--- src/hdl/sphm_pkg.sv ---
`timescale 1ns / 1ps
// ----------------------------------------------------------------------------
// sphm_pkg
// Shared types and constants for the servo position PWM controller with
// homing: command and response words, action and result codes, register
// indexes and register reset values.
// ----------------------------------------------------------------------------
package sphm_pkg;

    // Build defaults for the top-level parameters
    localparam int MAX_POSITIONS_DEF = 8;
    localparam int COUNT_BITS_DEF    = 16;

    // Field widths
    localparam int ACTION_W   = 2;
    localparam int POSITION_W = 8;
    localparam int CUR_POS_W  = 3;
    localparam int RESULT_W   = 2;

    // Register widths and configuration port layout
    localparam int PERIOD_W    = 16;
    localparam int PULSE_MIN_W = 16;
    localparam int PULSE_STEP_W = 12;
    localparam int POS_COUNT_W = 4;
    localparam int SETTLE_W    = 20;
    localparam int CFG_DATA_W  = 20;
    localparam int CFG_INDEX_W = 3;

    // Action codes
    localparam logic [ACTION_W-1:0] ACT_TICK = 2'd0;
    localparam logic [ACTION_W-1:0] ACT_SET  = 2'd1;
    localparam logic [ACTION_W-1:0] ACT_HOME = 2'd2;

    // Homing result codes
    localparam logic [RESULT_W-1:0] RES_NONE  = 2'd0;
    localparam logic [RESULT_W-1:0] RES_FOUND = 2'd1;
    localparam logic [RESULT_W-1:0] RES_FAIL  = 2'd2;

    // Register indexes
    localparam logic [CFG_INDEX_W-1:0] CFG_PERIOD     = 3'd0;
    localparam logic [CFG_INDEX_W-1:0] CFG_PULSE_MIN  = 3'd1;
    localparam logic [CFG_INDEX_W-1:0] CFG_PULSE_STEP = 3'd2;
    localparam logic [CFG_INDEX_W-1:0] CFG_POS_COUNT  = 3'd3;
    localparam logic [CFG_INDEX_W-1:0] CFG_SETTLE     = 3'd4;

    // Register reset values
    localparam logic [PERIOD_W-1:0]     PERIOD_RST     = 16'd2000;
    localparam logic [PULSE_MIN_W-1:0]  PULSE_MIN_RST  = 16'd100;
    localparam logic [PULSE_STEP_W-1:0] PULSE_STEP_RST = 12'd20;
    localparam logic [POS_COUNT_W-1:0]  POS_COUNT_RST  = 4'd6;
    localparam logic [SETTLE_W-1:0]     SETTLE_RST     = 20'd30000;

    // Command word
    typedef struct packed {
        logic [ACTION_W-1:0]   action;
        logic [POSITION_W-1:0] position;
        logic                  home_sensor;
    } cmd_word_t;

    // Response word
    typedef struct packed {
        logic                  pwm_level;
        logic [CUR_POS_W-1:0]  current_position;
        logic                  homing_busy;
        logic [RESULT_W-1:0]   home_result;
        logic                  set_rejected;
    } rsp_word_t;

endpackage

--- src/hdl/servo_position_pwm_homing.sv ---
`timescale 1ns / 1ps
// ----------------------------------------------------------------------------
// servo_position_pwm_homing
// Servo PWM position controller with a preloaded compare and a homing
// sequence that steps through the positions and samples a home sensor.
// ----------------------------------------------------------------------------
// One command word is taken per clock cycle while the response channel does
// not stall, and its response word appears in the response register on the
// next cycle. The controller state is updated at the same edge that takes the
// command; a command is taken whenever the response register is empty or its
// word is being taken in the same cycle. Each tick command advances the
// period counter by one, like a timer at its clock. Registers must be written
// through the cfg port while no command is in flight; this is not enforced.
module servo_position_pwm_homing #(
    parameter int MAX_POSITIONS = sphm_pkg::MAX_POSITIONS_DEF,
    parameter int COUNT_BITS    = sphm_pkg::COUNT_BITS_DEF
) (
    input  logic                                clk,
    input  logic                                rst_n,
    // configuration write port
    input  logic                                cfg_we,
    input  logic [sphm_pkg::CFG_INDEX_W-1:0]    cfg_index,
    input  logic [sphm_pkg::CFG_DATA_W-1:0]     cfg_wdata,
    // command channel
    input  logic                                cmd_valid,
    output logic                                cmd_stall,
    input  sphm_pkg::cmd_word_t                 cmd,
    // response channel
    output logic                                rsp_valid,
    input  logic                                rsp_stall,
    output sphm_pkg::rsp_word_t                 rsp
);
    import sphm_pkg::*;

    localparam int IDX_W  = $clog2(MAX_POSITIONS);
    localparam int CNT_W  = $clog2(MAX_POSITIONS + 1);
    localparam int PROD_W = IDX_W + PULSE_STEP_W;
    localparam int SUM_W  = ((PROD_W > PULSE_MIN_W) ? PROD_W : PULSE_MIN_W) + 1;
    localparam int WIDE_W = ((SUM_W > COUNT_BITS) ? SUM_W : COUNT_BITS) + 1;
    localparam int PER_W  = ((COUNT_BITS > PERIOD_W) ? COUNT_BITS : PERIOD_W) + 1;
    localparam logic [WIDE_W-1:0] CMP_MAX = WIDE_W'((WIDE_W'(1) << COUNT_BITS) - 1);

    // Configuration registers
    logic [PERIOD_W-1:0]     period_reg;
    logic [PULSE_MIN_W-1:0]  pulse_min_reg;
    logic [PULSE_STEP_W-1:0] pulse_step_reg;
    logic [POS_COUNT_W-1:0]  pos_count_reg;
    logic [SETTLE_W-1:0]     settle_reg;

    // Controller state
    logic [COUNT_BITS-1:0]   counter_reg, counter_next;
    logic [COUNT_BITS-1:0]   active_cmp_reg, active_cmp_next;
    logic [COUNT_BITS-1:0]   pending_cmp_reg, pending_cmp_next;
    logic [CUR_POS_W-1:0]    cur_pos_reg, cur_pos_next;
    logic                    homing_on_reg, homing_on_next;
    logic [IDX_W-1:0]        home_idx_reg, home_idx_next;
    logic [SETTLE_W-1:0]     settle_left_reg, settle_left_next;

    // Response register
    logic                    rsp_valid_reg;
    rsp_word_t               rsp_reg, rsp_next;

    // Datapath helpers
    logic                    cmd_accept;
    logic [CNT_W-1:0]        eff_count;
    logic [PERIOD_W-1:0]     period_eff;
    logic [SETTLE_W-1:0]     settle_load;
    logic [SETTLE_W-1:0]     settle_dec;
    logic                    move_en;
    logic [IDX_W-1:0]        move_pos;
    logic [PROD_W-1:0]       step_prod;
    logic [WIDE_W-1:0]       cmp_sum;
    logic [COUNT_BITS-1:0]   cmp_sat;
    logic [PER_W-1:0]        counter_inc;
    logic [RESULT_W-1:0]     result;
    logic                    rejected;

    // Handshake: take a word when the response register is free or draining
    assign cmd_stall  = rsp_valid_reg & rsp_stall;
    assign cmd_accept = cmd_valid & ~cmd_stall;
    assign rsp_valid  = rsp_valid_reg;
    assign rsp        = rsp_reg;

    // Clamped position count, zero period and zero settle treated as one
    always_comb
    begin
        if (pos_count_reg == '0)
            eff_count = CNT_W'(1);
        else if (32'(pos_count_reg) > MAX_POSITIONS)
            eff_count = CNT_W'(MAX_POSITIONS);
        else
            eff_count = CNT_W'(pos_count_reg);
        period_eff  = (period_reg == '0) ? PERIOD_W'(1) : period_reg;
        settle_load = (settle_reg == '0) ? SETTLE_W'(1) : settle_reg;
    end

    // Compare value for the target position, saturated to counter full scale
    always_comb
    begin
        step_prod = PROD_W'(move_pos) * PROD_W'(pulse_step_reg);
        cmp_sum   = WIDE_W'(pulse_min_reg) + WIDE_W'(step_prod);
        cmp_sat   = (cmp_sum > CMP_MAX) ? COUNT_BITS'(CMP_MAX) : COUNT_BITS'(cmp_sum);
    end

    // Next state for one command word
    always_comb
    begin
        counter_next     = counter_reg;
        active_cmp_next  = active_cmp_reg;
        pending_cmp_next = pending_cmp_reg;
        cur_pos_next     = cur_pos_reg;
        homing_on_next   = homing_on_reg;
        home_idx_next    = home_idx_reg;
        settle_left_next = settle_left_reg;
        move_en          = 1'b0;
        move_pos         = '0;
        result           = RES_NONE;
        rejected         = 1'b0;
        counter_inc      = PER_W'(counter_reg) + PER_W'(1);
        settle_dec       = (settle_left_reg != '0) ? settle_left_reg - SETTLE_W'(1)
                                                   : settle_left_reg;

        case (cmd.action)
            ACT_TICK:
            begin
                // period counter with preload on wrap
                if (counter_inc >= PER_W'(period_eff))
                begin
                    counter_next    = '0;
                    active_cmp_next = pending_cmp_reg;
                end
                else
                begin
                    counter_next = COUNT_BITS'(counter_inc);
                end
                // homing step
                if (homing_on_reg)
                begin
                    settle_left_next = settle_dec;
                    if (settle_dec == '0)
                    begin
                        if (cmd.home_sensor)
                        begin
                            cur_pos_next   = '0;
                            homing_on_next = 1'b0;
                            result         = RES_FOUND;
                        end
                        else if (CNT_W'(home_idx_reg) + CNT_W'(1) >= eff_count)
                        begin
                            homing_on_next = 1'b0;
                            result         = RES_FAIL;
                        end
                        else
                        begin
                            home_idx_next    = home_idx_reg + IDX_W'(1);
                            move_en          = 1'b1;
                            move_pos         = home_idx_reg + IDX_W'(1);
                            settle_left_next = settle_load;
                        end
                    end
                end
            end
            ACT_SET:
            begin
                if (homing_on_reg || (cmd.position >= POSITION_W'(eff_count)))
                begin
                    rejected = 1'b1;
                end
                else
                begin
                    move_en  = 1'b1;
                    move_pos = IDX_W'(cmd.position);
                end
            end
            ACT_HOME:
            begin
                if (!homing_on_reg)
                begin
                    homing_on_next   = 1'b1;
                    home_idx_next    = '0;
                    move_en          = 1'b1;
                    move_pos         = '0;
                    settle_left_next = settle_load;
                end
            end
            default:
            begin
                // unused code: state unchanged
            end
        endcase

        // move to the target position
        if (move_en)
        begin
            pending_cmp_next = cmp_sat;
            cur_pos_next     = CUR_POS_W'(move_pos);
        end

        rsp_next.pwm_level        = (counter_next < active_cmp_next);
        rsp_next.current_position = cur_pos_next;
        rsp_next.homing_busy      = homing_on_next;
        rsp_next.home_result      = result;
        rsp_next.set_rejected     = rejected;
    end

    // Configuration registers
    always_ff @(posedge clk or negedge rst_n)
    begin
        if (!rst_n)
        begin
            period_reg     <= PERIOD_RST;
            pulse_min_reg  <= PULSE_MIN_RST;
            pulse_step_reg <= PULSE_STEP_RST;
            pos_count_reg  <= POS_COUNT_RST;
            settle_reg     <= SETTLE_RST;
        end
        else if (cfg_we)
        begin
            case (cfg_index)
                CFG_PERIOD:     period_reg     <= cfg_wdata[PERIOD_W-1:0];
                CFG_PULSE_MIN:  pulse_min_reg  <= cfg_wdata[PULSE_MIN_W-1:0];
                CFG_PULSE_STEP: pulse_step_reg <= cfg_wdata[PULSE_STEP_W-1:0];
                CFG_POS_COUNT:  pos_count_reg  <= cfg_wdata[POS_COUNT_W-1:0];
                CFG_SETTLE:     settle_reg     <= cfg_wdata[SETTLE_W-1:0];
                default:        ;
            endcase
        end
    end

    // Controller state
    always_ff @(posedge clk or negedge rst_n)
    begin
        if (!rst_n)
        begin
            counter_reg     <= '0;
            active_cmp_reg  <= COUNT_BITS'(PULSE_MIN_RST);
            pending_cmp_reg <= COUNT_BITS'(PULSE_MIN_RST);
            cur_pos_reg     <= '0;
            homing_on_reg   <= 1'b0;
            home_idx_reg    <= '0;
            settle_left_reg <= '0;
        end
        else if (cmd_accept)
        begin
            counter_reg     <= counter_next;
            active_cmp_reg  <= active_cmp_next;
            pending_cmp_reg <= pending_cmp_next;
            cur_pos_reg     <= cur_pos_next;
            homing_on_reg   <= homing_on_next;
            home_idx_reg    <= home_idx_next;
            settle_left_reg <= settle_left_next;
        end
    end

    // Response register
    always_ff @(posedge clk or negedge rst_n)
    begin
        if (!rst_n)
        begin
            rsp_valid_reg <= 1'b0;
        end
        else if (cmd_accept)
        begin
            rsp_valid_reg <= 1'b1;
        end
        else if (!rsp_stall)
        begin
            rsp_valid_reg <= 1'b0;
        end
    end

    always_ff @(posedge clk)
    begin
        if (cmd_accept)
            rsp_reg <= rsp_next;
    end

    // Checks
    // a homing outcome is only reported once homing has stopped
    assert property (@(posedge clk) disable iff (!rst_n)
        rsp_valid_reg |-> !(rsp_reg.home_result != RES_NONE && rsp_reg.homing_busy))
        else $error("home result reported while homing still busy");

    // only a set word can be rejected
    assert property (@(posedge clk) disable iff (!rst_n)
        (cmd_accept && cmd.action != ACT_SET) |=> !rsp_reg.set_rejected)
        else $error("rejection flagged on a word that is not a set");

    // settle countdown is idle outside homing
    assert property (@(posedge clk) disable iff (!rst_n)
        !homing_on_reg |-> (settle_left_reg == '0))
        else $error("settle countdown running while not homing");

    // homing starts only from a start-homing word
    assert property (@(posedge clk) disable iff (!rst_n)
        $rose(homing_on_reg) |-> $past(cmd_accept && cmd.action == ACT_HOME))
        else $error("homing started without a start-homing word");

endmodule
--- config.mk ---
export PLATFORM = sky130hd
export DESIGN_NAME = servo_position_pwm_homing
export DESIGN_NICKNAME = d
export VERILOG_FILES = /design/src/hdl/sphm_pkg.sv /design/src/hdl/servo_position_pwm_homing.sv
export SDC_FILE = /design/constraint.sdc
export NUM_CORES = 1
export LEC_CHECK = 0
export BUFFER_PORTS_ARGS = -buffer_cell sky130_fd_sc_hd__clkbuf_2
export CAP_MARGIN = 0
export CORE_ASPECT_RATIO = 1.5
export CORE_MARGIN = 3
export CORE_UTILIZATION = 60
export DETAILED_ROUTE_END_ITERATION = 10
export PLACE_DENSITY = 0.76
export SLEW_MARGIN = 20
export SYNTH_ARGS = -nofsm -noshare
export SYNTH_HDL_FRONTEND = slang
export SYNTH_SLANG_ARGS = --single-unit
--- constraint.sdc ---
create_clock -name clk -period 11.75 [get_ports clk]
set_input_delay 0.5875 -clock clk [delete_from_list [all_inputs] [get_ports clk]]
set_output_delay 0.5875 -clock clk [all_outputs]
set_load 0.005 [all_outputs]
==> results of run 1 <==
-- cell type report --
type,instances,area [sq um]
clock inverter,13,194
sequential,152,3880
fill,1281,5200
tap,206,258
clock buffer,19,454
inverter,94,353
timing repair buffer,59,329
multi-input combinational,772,5660
-- cells in the mapped netlist, drive strengths merged, types with 7 or more instances --
cell and n:
nand4 11, nor3 23, dfstp 26, mux2 59, buf 15, nand2 119
ha 60, nand2b 14, fa 23, nor2 58, o31ai 18, or2 7
dfrtp 118, a21oi 33, nand3 18, nor4 22, a211oi 8, o21ai 78
nor2b 29, edfxtp 8, and2 17, xnor2 20, o22a 15, a21o 18
inv 94, xor2 11, mux2i 19, or3 12, clkbuf 31, and3 11
-- worst reg2reg max path, delay by kind of cell (launching register included) --
| family | cells | cell delay [ns] |
|---|---|---|
| AO/OA/AOI/OAI | 8 | 2.66 |
| AND/OR/NAND/NOR | 8 | 2.45 |
| adder cells (fa/ha/maj) | 4 | 1.59 |
| flip-flops | 1 | 0.44 |
| multiplexers | 1 | 0.29 |
| buffers and inverters | 2 | 0.18 |
-- report_power, final --
part / internal (mW) / switching [mW] / leakage [nW] / total, mW
Clock: 0.370 / 0.229 / 0.302 / 0.599
Combinational: 0.229 / 0.256 / 2.93 / 0.485
Sequential: 0.665 / 0.124 / 1.78 / 0.789
Total: 1.26 / 0.608 / 5.02 / 1.87
-- logic make-up after synthesis --
logic type | count (synthesis)
simple gates | 355
compound gates | 225
flops | 152
buf+inv | 140
fa+ha+maj | 83
mux | 78
xor+xnor | 31
-- stage by stage --
| step | cells | instance area (sq um) |
|---|---|---|
| after floorplan | 1064 | 10100 |
| after global placement | 1281 | 10500 |
| after detailed placement | 1281 | 10500 |
| after CTS | 1313 | 11100 |
| after global routing | 1315 | 11100 |
| final | 1315 | 11100 |
-- layer usage --
| layer | wire length [microns] | GRT usage (%) |
|---|---|---|
| met4 | 1590 | 17.0 |
| met2 | 13800 | 54.6 |
| met5 | 0 | 0 |
| met1 | 9720 | 31.7 |
| met3 | 983 | 4.44 |
-- final timing paths --
| kind | endpoint | slack [ns] | depth (start not counted) |
|---|---|---|---|
| min | home_idx_reg[2] | 0.12 | 1 |
| min in group clk | rsp_valid | 0.36 | 2 |
| max reg2reg | pending_cmp_reg[3] | 4.03 | 23 |
| max in group asynchronous | pending_cmp_reg[9] | 10.17 | 2 |
| max | pending_cmp_reg[3] | 4.03 | 23 |
| min reg2reg | cur_pos_reg[1] | 0.50 | 1 |
==> impl_summary.md, run 1 <==
Synthesis
The part of the Yosys area used for sequential elements is 38.4%. Synthesis produced a netlist whose cell count is 1064. The count of cell types in the netlist is 73. The synthesized netlist occupies a cell area of 10100 sq um.

Yosys attributes the largest share of cell area to sky130_fd_sc_hd__dfrtp_1 (29%), sky130_fd_sc_hd__ha_1 (7.4%), sky130_fd_sc_hd__dfstp_2 (6.8%). Counting flops and latches in the post-synthesis netlist gives 152. By area, the combinational part of the netlist is dominated by simple AND/OR/NAND/NOR gates. The total nets after synthesis is 1186.

Counting flops with a built-in enable in the synthesized netlist gives 8. The fraction of the mapped netlist area in compound gates is 14.8%. Of the total synthesized cell area, the portion taken by XOR and XNOR cells is 2.69%. The number of warnings printed during yosys synthesis is 0. The dominant synthesized flop cell is sky130_fd_sc_hd__dfrtp_1. The area share of the leading cell type in the synthesized netlist is 29.3%. The mean instance size in the synthesized netlist is 9.49 sq um.

In the synthesized netlist the async set-or-reset flop fraction comes to 94.7%. The portion of synthesized area spent on multiplexers is 8.47%. The synthesized netlist devotes 18.0% of its cell area to simple gates. The adder and majority cell fraction of the synthesized area is 12.0%. The cell accounting for the most synthesized area is sky130_fd_sc_hd__dfrtp_1.

STA
The final clock period utilization by the worst path is 65.7%. The remaining max-slew budget at the tightest pin is 30.9%. The final count of pins violating max slew is 0. Adding up every negative setup slack in the final design gives 0 ns. The routed design could run at a clock period as short as 7.72 ns.

The clock arrives with 0.0108 ns of skew. In the post-route analysis, the smallest setup slack over all paths is 4.03 ns. Setup repair after global routing left no endpoint under its margin. The number of hold-slack violations in the final timing report is 0.

At the pin with the least slew margin, the transition time is 1.03 ns. The maximum clock frequency is 0.130 GHz. The count of endpoints failing setup in the final report is 0.

The final hold slack is 0.125 ns.

Clocking
The number of CTS-inserted buffers is 17. The deepest clock path buffer count is 2. The buffer count from post-CTS setup fixing is 0. The clock tree root buffer cell is sky130_fd_sc_hd__clkbuf_16. In this run the number of H-tree levels came out at 4. In this run, post-CTS repair resized a total of 0 instances. The CTS clock-pin slew for the worst setup and hold paths is 0.07 ns. The number of sinks on the clock net is 152.

The source-to-sink clock delay at the later pin of the worst-skew pair is 0.43 ns. The clock tree from TritonCTS is built. The number of hold buffers added after CTS was 0.

Detailed routing
In the routed design, unresolved DRC markers number 0. In this run the remaining antenna-violating nets after routing total 0. The DRC marker count from the first detailed-route iteration is 583. The number of vias in the routed layout is 8030. After detailed routing, the average wire length per cell comes to 19.9 microns. The detailed-router iteration count before antenna repair is 5. After detailed routing, the total wire length is 26100 microns.

The detail-routed via count per cell is 6.11.

Power
IR analysis of the VDD net gives a maximum drop of 0.119 mV. The total design power is 1.87 mW. In this run the power density over the cells is 168 nW/um^2.

The static leakage is 5.02 nW.

Worst setup path
The startpoint of the lowest-slack register-to-register path is settle_left_reg[0]. Data on the critical path arrives at its endpoint at 8.03 ns. The critical path goes through inv_1, ha_1, nor3b_2, nand3_1, nor4_1, mux2i_1, nand3_1, nor4b_4, nand2_1, o21ai_1, nand2_1, fa_1, fa_1, inv_1, ha_1, a211oi_1, o21ai_0, a2111oi_0, o31ai_1, a21oi_1, nor3b_1, o21ai_2, o22a_1. The family of cells with the greatest summed delay on the critical path is compound AO/OA/AOI/OAI gates.

The data required time at the worst endpoint is 12.06 ns. The endpoint type of the worst setup path is a flip-flop. On the critical path, the stage with the largest delay is an instance of sky130_fd_sc_hd__o21ai_1. In this run the worst setup path begins at settle_left_reg[0]. The critical path buffer and inverter count is 2. The startpoint class of the critical path is a flip-flop. In this run the worst path has a maximum fanout of 15. For this run, the slowest stage of the critical path takes 0.64 ns. The worst setup path is of the flip-flop to flip-flop kind.

Final layout
The synthesis-to-finish area growth is 10.3%. The number of antenna diodes in the final layout is 0. Leaving out fill and tap cells, the most frequent cell in the layout is sky130_fd_sc_hd__nand2_1.

Leaving out fill and tap cells, the most frequent cells in the layout are sky130_fd_sc_hd__nand2_1 (119), sky130_fd_sc_hd__dfrtp_1 (118), sky130_fd_sc_hd__inv_1 (94), sky130_fd_sc_hd__o21ai_0 (74), sky130_fd_sc_hd__ha_1 (60). The fraction of final layout cells sized beyond drive strength 1 is 18.0%. At the end of the flow, the number of nets in the layout was 1218. The utilization after layout is 68.1%.

Global routing
Summed over all layers, the global routing overflow is 0. The global-route usage over all layers is 29.5%. The initial antenna violation count came to 0. The number of global-route vias before repair is 8373. The first global-routing pass estimated 42500 microns of wire.

The pin count of the biggest net entering global routing is 80.

Placement
Input and output buffers added on the ports amount to 48. OpenSTA, run right after detailed placement, puts the worst setup slack at 4.16 ns. The HPWL after detailed placement is 19500 microns. The final RePlAce weighted congestion is 0.968.

Job
The max-capacitance violation count is 0.

Die
The die height is 165 microns. The core region is 16300 sq um. The die width is 112 microns. The I/O pin count is 49. The initialized floorplan defines 57 standard-cell rows.

For this configuration, the core starts out at a cell density of 61.8%. The floorplan step defined a die boundary enclosing 18400 sq um.

Run status
The run finished with clean final reports.

Worst hold path
The type of the most critical hold path is primary input to asynchronous set/reset pin.
(Power assumes the default switching activity.)
==> run 2: changes to the inputs <==
--- a/config.mk
+++ b/config.mk
@@ -9,7 +9,7 @@
 export CAP_MARGIN = 0
 export CORE_ASPECT_RATIO = 1.5
 export CORE_MARGIN = 3
-export CORE_UTILIZATION = 60
+export CORE_UTILIZATION = 57
 export DETAILED_ROUTE_END_ITERATION = 10
 export PLACE_DENSITY = 0.76
 export SLEW_MARGIN = 20
==> constraint.sdc (replaced) <==
create_clock -name clk -period 6.6 [get_ports clk]
set_input_delay 0.33 -clock clk [delete_from_list [all_inputs] [get_ports clk]]
set_output_delay 0.33 -clock clk [all_outputs]
set_load 0.005 [all_outputs]
==> impl_summary.md, run 2 (synthesis results as in run 1) <==
Run status
The flow ran to the end, and the final reports show no timing, DRC or antenna violations.

Global routing
The global-route usage over all layers is 28.6% (-0.86 points). The wire length of the first global-routing pass is 42900 microns (+0.97%). The initial antenna violation count is 0 (unchanged). The number of global-route vias before repair was 8485 (+1.3%). The aggregate global routing overflow is 0 (unchanged). The pin count of the biggest net entering global routing came to 76 (-5.0%).

Detailed routing
The total wire length is 26700 microns (+2.1%). The DRC marker count from the first detailed-route iteration is 469 (-20%). The detail-routed via count per cell came to 6.03 (-1.3%).

The number of vias in the routed layout was 8197 (+2.1%). After detailed routing, no signal wire sits above met4. The count of unresolved DRC violations after routing is 0 (unchanged).

The met1 routed wirelength after detailed routing came to 9770 microns (+0.43%). The detailed-router iteration count before antenna repair is 5 (unchanged). The number of routed nets with antenna violations came to 0 (unchanged). The met3 wire length is 851 microns (-13%). The met2 wirelength from detailed routing is 14200 microns (+2.5%). The wire length per cell was 19.6 microns (-1.3%).

Placement
The pre-CTS setup slack is 0.0306 ns (-4.13 ns). The HPWL after detailed placement is 20300 microns (+4.2%). The quantity of I/O buffers inserted on ports came to 48 (unchanged). The placed standard-cell area is 10800 sq um (+2.8%).

The final RePlAce weighted congestion is 1.02 (+5.3%).

Die
The I/O pin count is 49 (unchanged). The number of placement rows is 59 (+3.5%). The area of the die is 19400 sq um (+5.0%).

The effective utilization at floorplan is 58.2% (-3.6 points). The die height is 169 microns (+2.5%). The placeable core region is 17300 sq um (+6.2%).

The die width is 115 microns (+2.5%).

Clocking
TritonCTS built the clock tree. The number of sinks on the clock net is 152 (unchanged). The deepest clock path buffer count is 2 (unchanged). The CTS clock-pin slew for the worst setup and hold paths is 0.07 ns (about the same). The number of CTS-inserted buffers is 17 (unchanged).

The clock tree root buffer cell is sky130_fd_sc_hd__clkbuf_16. The number of H-tree levels is 4 (unchanged). The source-to-sink clock delay at the later pin of the worst-skew pair is 0.44 ns (about the same).

STA
The final hold slack is 0.0989 ns (-0.0257 ns). The maximum clock frequency is 0.158 GHz (+22%). The count of endpoints failing setup in the final report is 0 (unchanged).

The worst-margin pin slew came to 1.09 ns (+0.0569 ns). The final critical-path setup slack is 0.280 ns (-3.75 ns). The number of hold-slack violations in the final timing report is 0 (unchanged). The final count of pins violating max slew is 0 (unchanged). The post-route clock skew came to 0.00824 ns (-0.00259 ns). The post-layout minimum cycle time is 6.32 ns (-1.40 ns).

The final clock period utilization by the worst path is 95.8% (+30 points). The remaining max-slew budget at the tightest pin came to 27.1% (-3.8 points).

Worst hold path
The startpoint of the tightest hold check path is cmd_valid. The path class of the tightest hold or removal check is primary input to flip-flop. The worst hold path passes through 2 cells. The end of the worst hold path is rsp_valid.

Power
The total power per unit cell area was 284 nW/um^2 (+69%). The static leakage is 5.19 nW (+3.5%). The total design power is 3.24 mW (+73%).

The peak supply drop came to 0.244 mV (+110%).

Final layout
The post-layout instance area is 11400 sq um (+2.8%). The library cells used most frequently in the layout, excluding fill and tap cells, are sky130_fd_sc_hd__nand2_1 (119), sky130_fd_sc_hd__dfrtp_1 (118), sky130_fd_sc_hd__inv_1 (94), sky130_fd_sc_hd__o21ai_0 (72), sky130_fd_sc_hd__ha_1 (60). The most common cell after layout, fill and taps aside is sky130_fd_sc_hd__nand2_1.

Compared with the post-synthesis result, the final layout area differs by 13.3%. The final antenna diode count came to 0 (unchanged). The number of nets in the layout came to 1256 (+3.1%). The fraction of final layout cells sized beyond drive strength 1 is 21.8% (+3.8 points).

Job
The max-capacitance violation count is 0 (unchanged).

Worst setup path
The largest fanout on the critical path is 15 (unchanged). The critical path is of the flip-flop to flip-flop type. The count of cells along the worst register-to-register path was 23 (unchanged).

The signal arrival time at the worst endpoint is 6.64 ns (-1.39 ns). The critical path starts at settle_left_reg[14]. The startpoint class of the critical path is a flip-flop.

The startpoint identified for the worst register-to-register timing path is settle_left_reg[14]. The reg-to-reg critical path endpoint is pending_cmp_reg[3]. The worst setup slack for register-to-register paths is 0.28 ns (-3.75 ns). The data required time at the worst endpoint is 6.92 ns (-5.14 ns). The endpoint type of the worst setup path is a flip-flop.
==> run 2: changes by cell type in the layout (fill, tap and decap cells not counted), sizes merged <==
cell,delta
dlygate4sd3,+1
inv,+6
bufinv,-4
clkbuf,-3
buf,+39
clkinvlp,-1
==> run 2: metal layers <==
metal  GRT usage, %  up-vias
met2           51.2      210
met3           3.76      107
met1           30.7     4017
met5              0        -
li1               -     3863
met4           19.3        0
==> run 2: per-stage QoR <==
stage	std cells	setup TNS [ns]	util [%]
after floorplan	1064	0	-
after global placement	1325	0	62.0
after detailed placement	1325	0	62.0
after CTS	1358	0	65.2
after global routing	1360	-1.01	65.9
final	1360	0	65.9
==> run 2: worst max-delay path, cell delays in order (launching register included) <==
cell and delay, ns:
sky130_fd_sc_hd__dfrtp_1 0.43, sky130_fd_sc_hd__or3_4 0.43, sky130_fd_sc_hd__or4_4 0.44, sky130_fd_sc_hd__nor3_1 0.22
sky130_fd_sc_hd__nor3_1 0.10, sky130_fd_sc_hd__o311ai_2 0.36, sky130_fd_sc_hd__nor4b_4 0.10, sky130_fd_sc_hd__a32oi_1 0.37
sky130_fd_sc_hd__buf_4 0.26, sky130_fd_sc_hd__nor2b_1 0.08, sky130_fd_sc_hd__fa_1 0.53, sky130_fd_sc_hd__inv_1 0.05
sky130_fd_sc_hd__fa_1 0.50, sky130_fd_sc_hd__inv_1 0.04, sky130_fd_sc_hd__ha_1 0.32, sky130_fd_sc_hd__o21a_1 0.19
sky130_fd_sc_hd__o21a_1 0.21, sky130_fd_sc_hd__a2111oi_4 0.37, sky130_fd_sc_hd__buf_4 0.17, sky130_fd_sc_hd__o31ai_1 0.09
sky130_fd_sc_hd__a21oi_1 0.21, sky130_fd_sc_hd__nor3b_2 0.29, sky130_fd_sc_hd__o21ai_4 0.17, sky130_fd_sc_hd__o22a_1 0.25
==> run 2: cell type report <==
class / count / area (sq um)
clock buffers: 18 / 429
clock inverters: 14 / 113
fillers: 1401 / 5910
inverters: 94 / 353
multi-input cells: 772 / 5780
flip-flops and latches: 152 / 3880
well taps: 213 / 267
repair buffers: 97 / 617
==> run 2: how the worst max path moves through the flow <==
stage | endpoint | slack, ns | depth (start not counted)
3_3_place_gp | pending_cmp_reg[4] | 0.12 | 24
2_1_floorplan | pending_cmp_reg[12] | 0.17 | 24
4_1_cts | pending_cmp_reg[1] | 0.02 | 23
6_report | pending_cmp_reg[3] | 0.28 | 23
3_5_place_dp | pending_cmp_reg[1] | 0.03 | 23
5_1_grt | pending_cmp_reg[15] | -0.1 | 30
==> run 2: where the power goes <==
| group | switching, mW | total, mW | internal [mW] | leakage (nW) |
|---|---|---|---|---|
| Clock | 0.426 | 0.914 | 0.489 | 0.259 |
| Sequential | 0.196 | 1.38 | 1.18 | 1.78 |
| Combinational | 0.505 | 0.949 | 0.445 | 3.15 |
==> run 2: timing repair <==
action	4_1_cts	5_1_grt
hold endpoints to repair	64	0
hold buffers	1	0
setup buffers	0	2
endpoints found under the setup margin	15	16
pin swaps	0	1
gates resized for setup	2	19
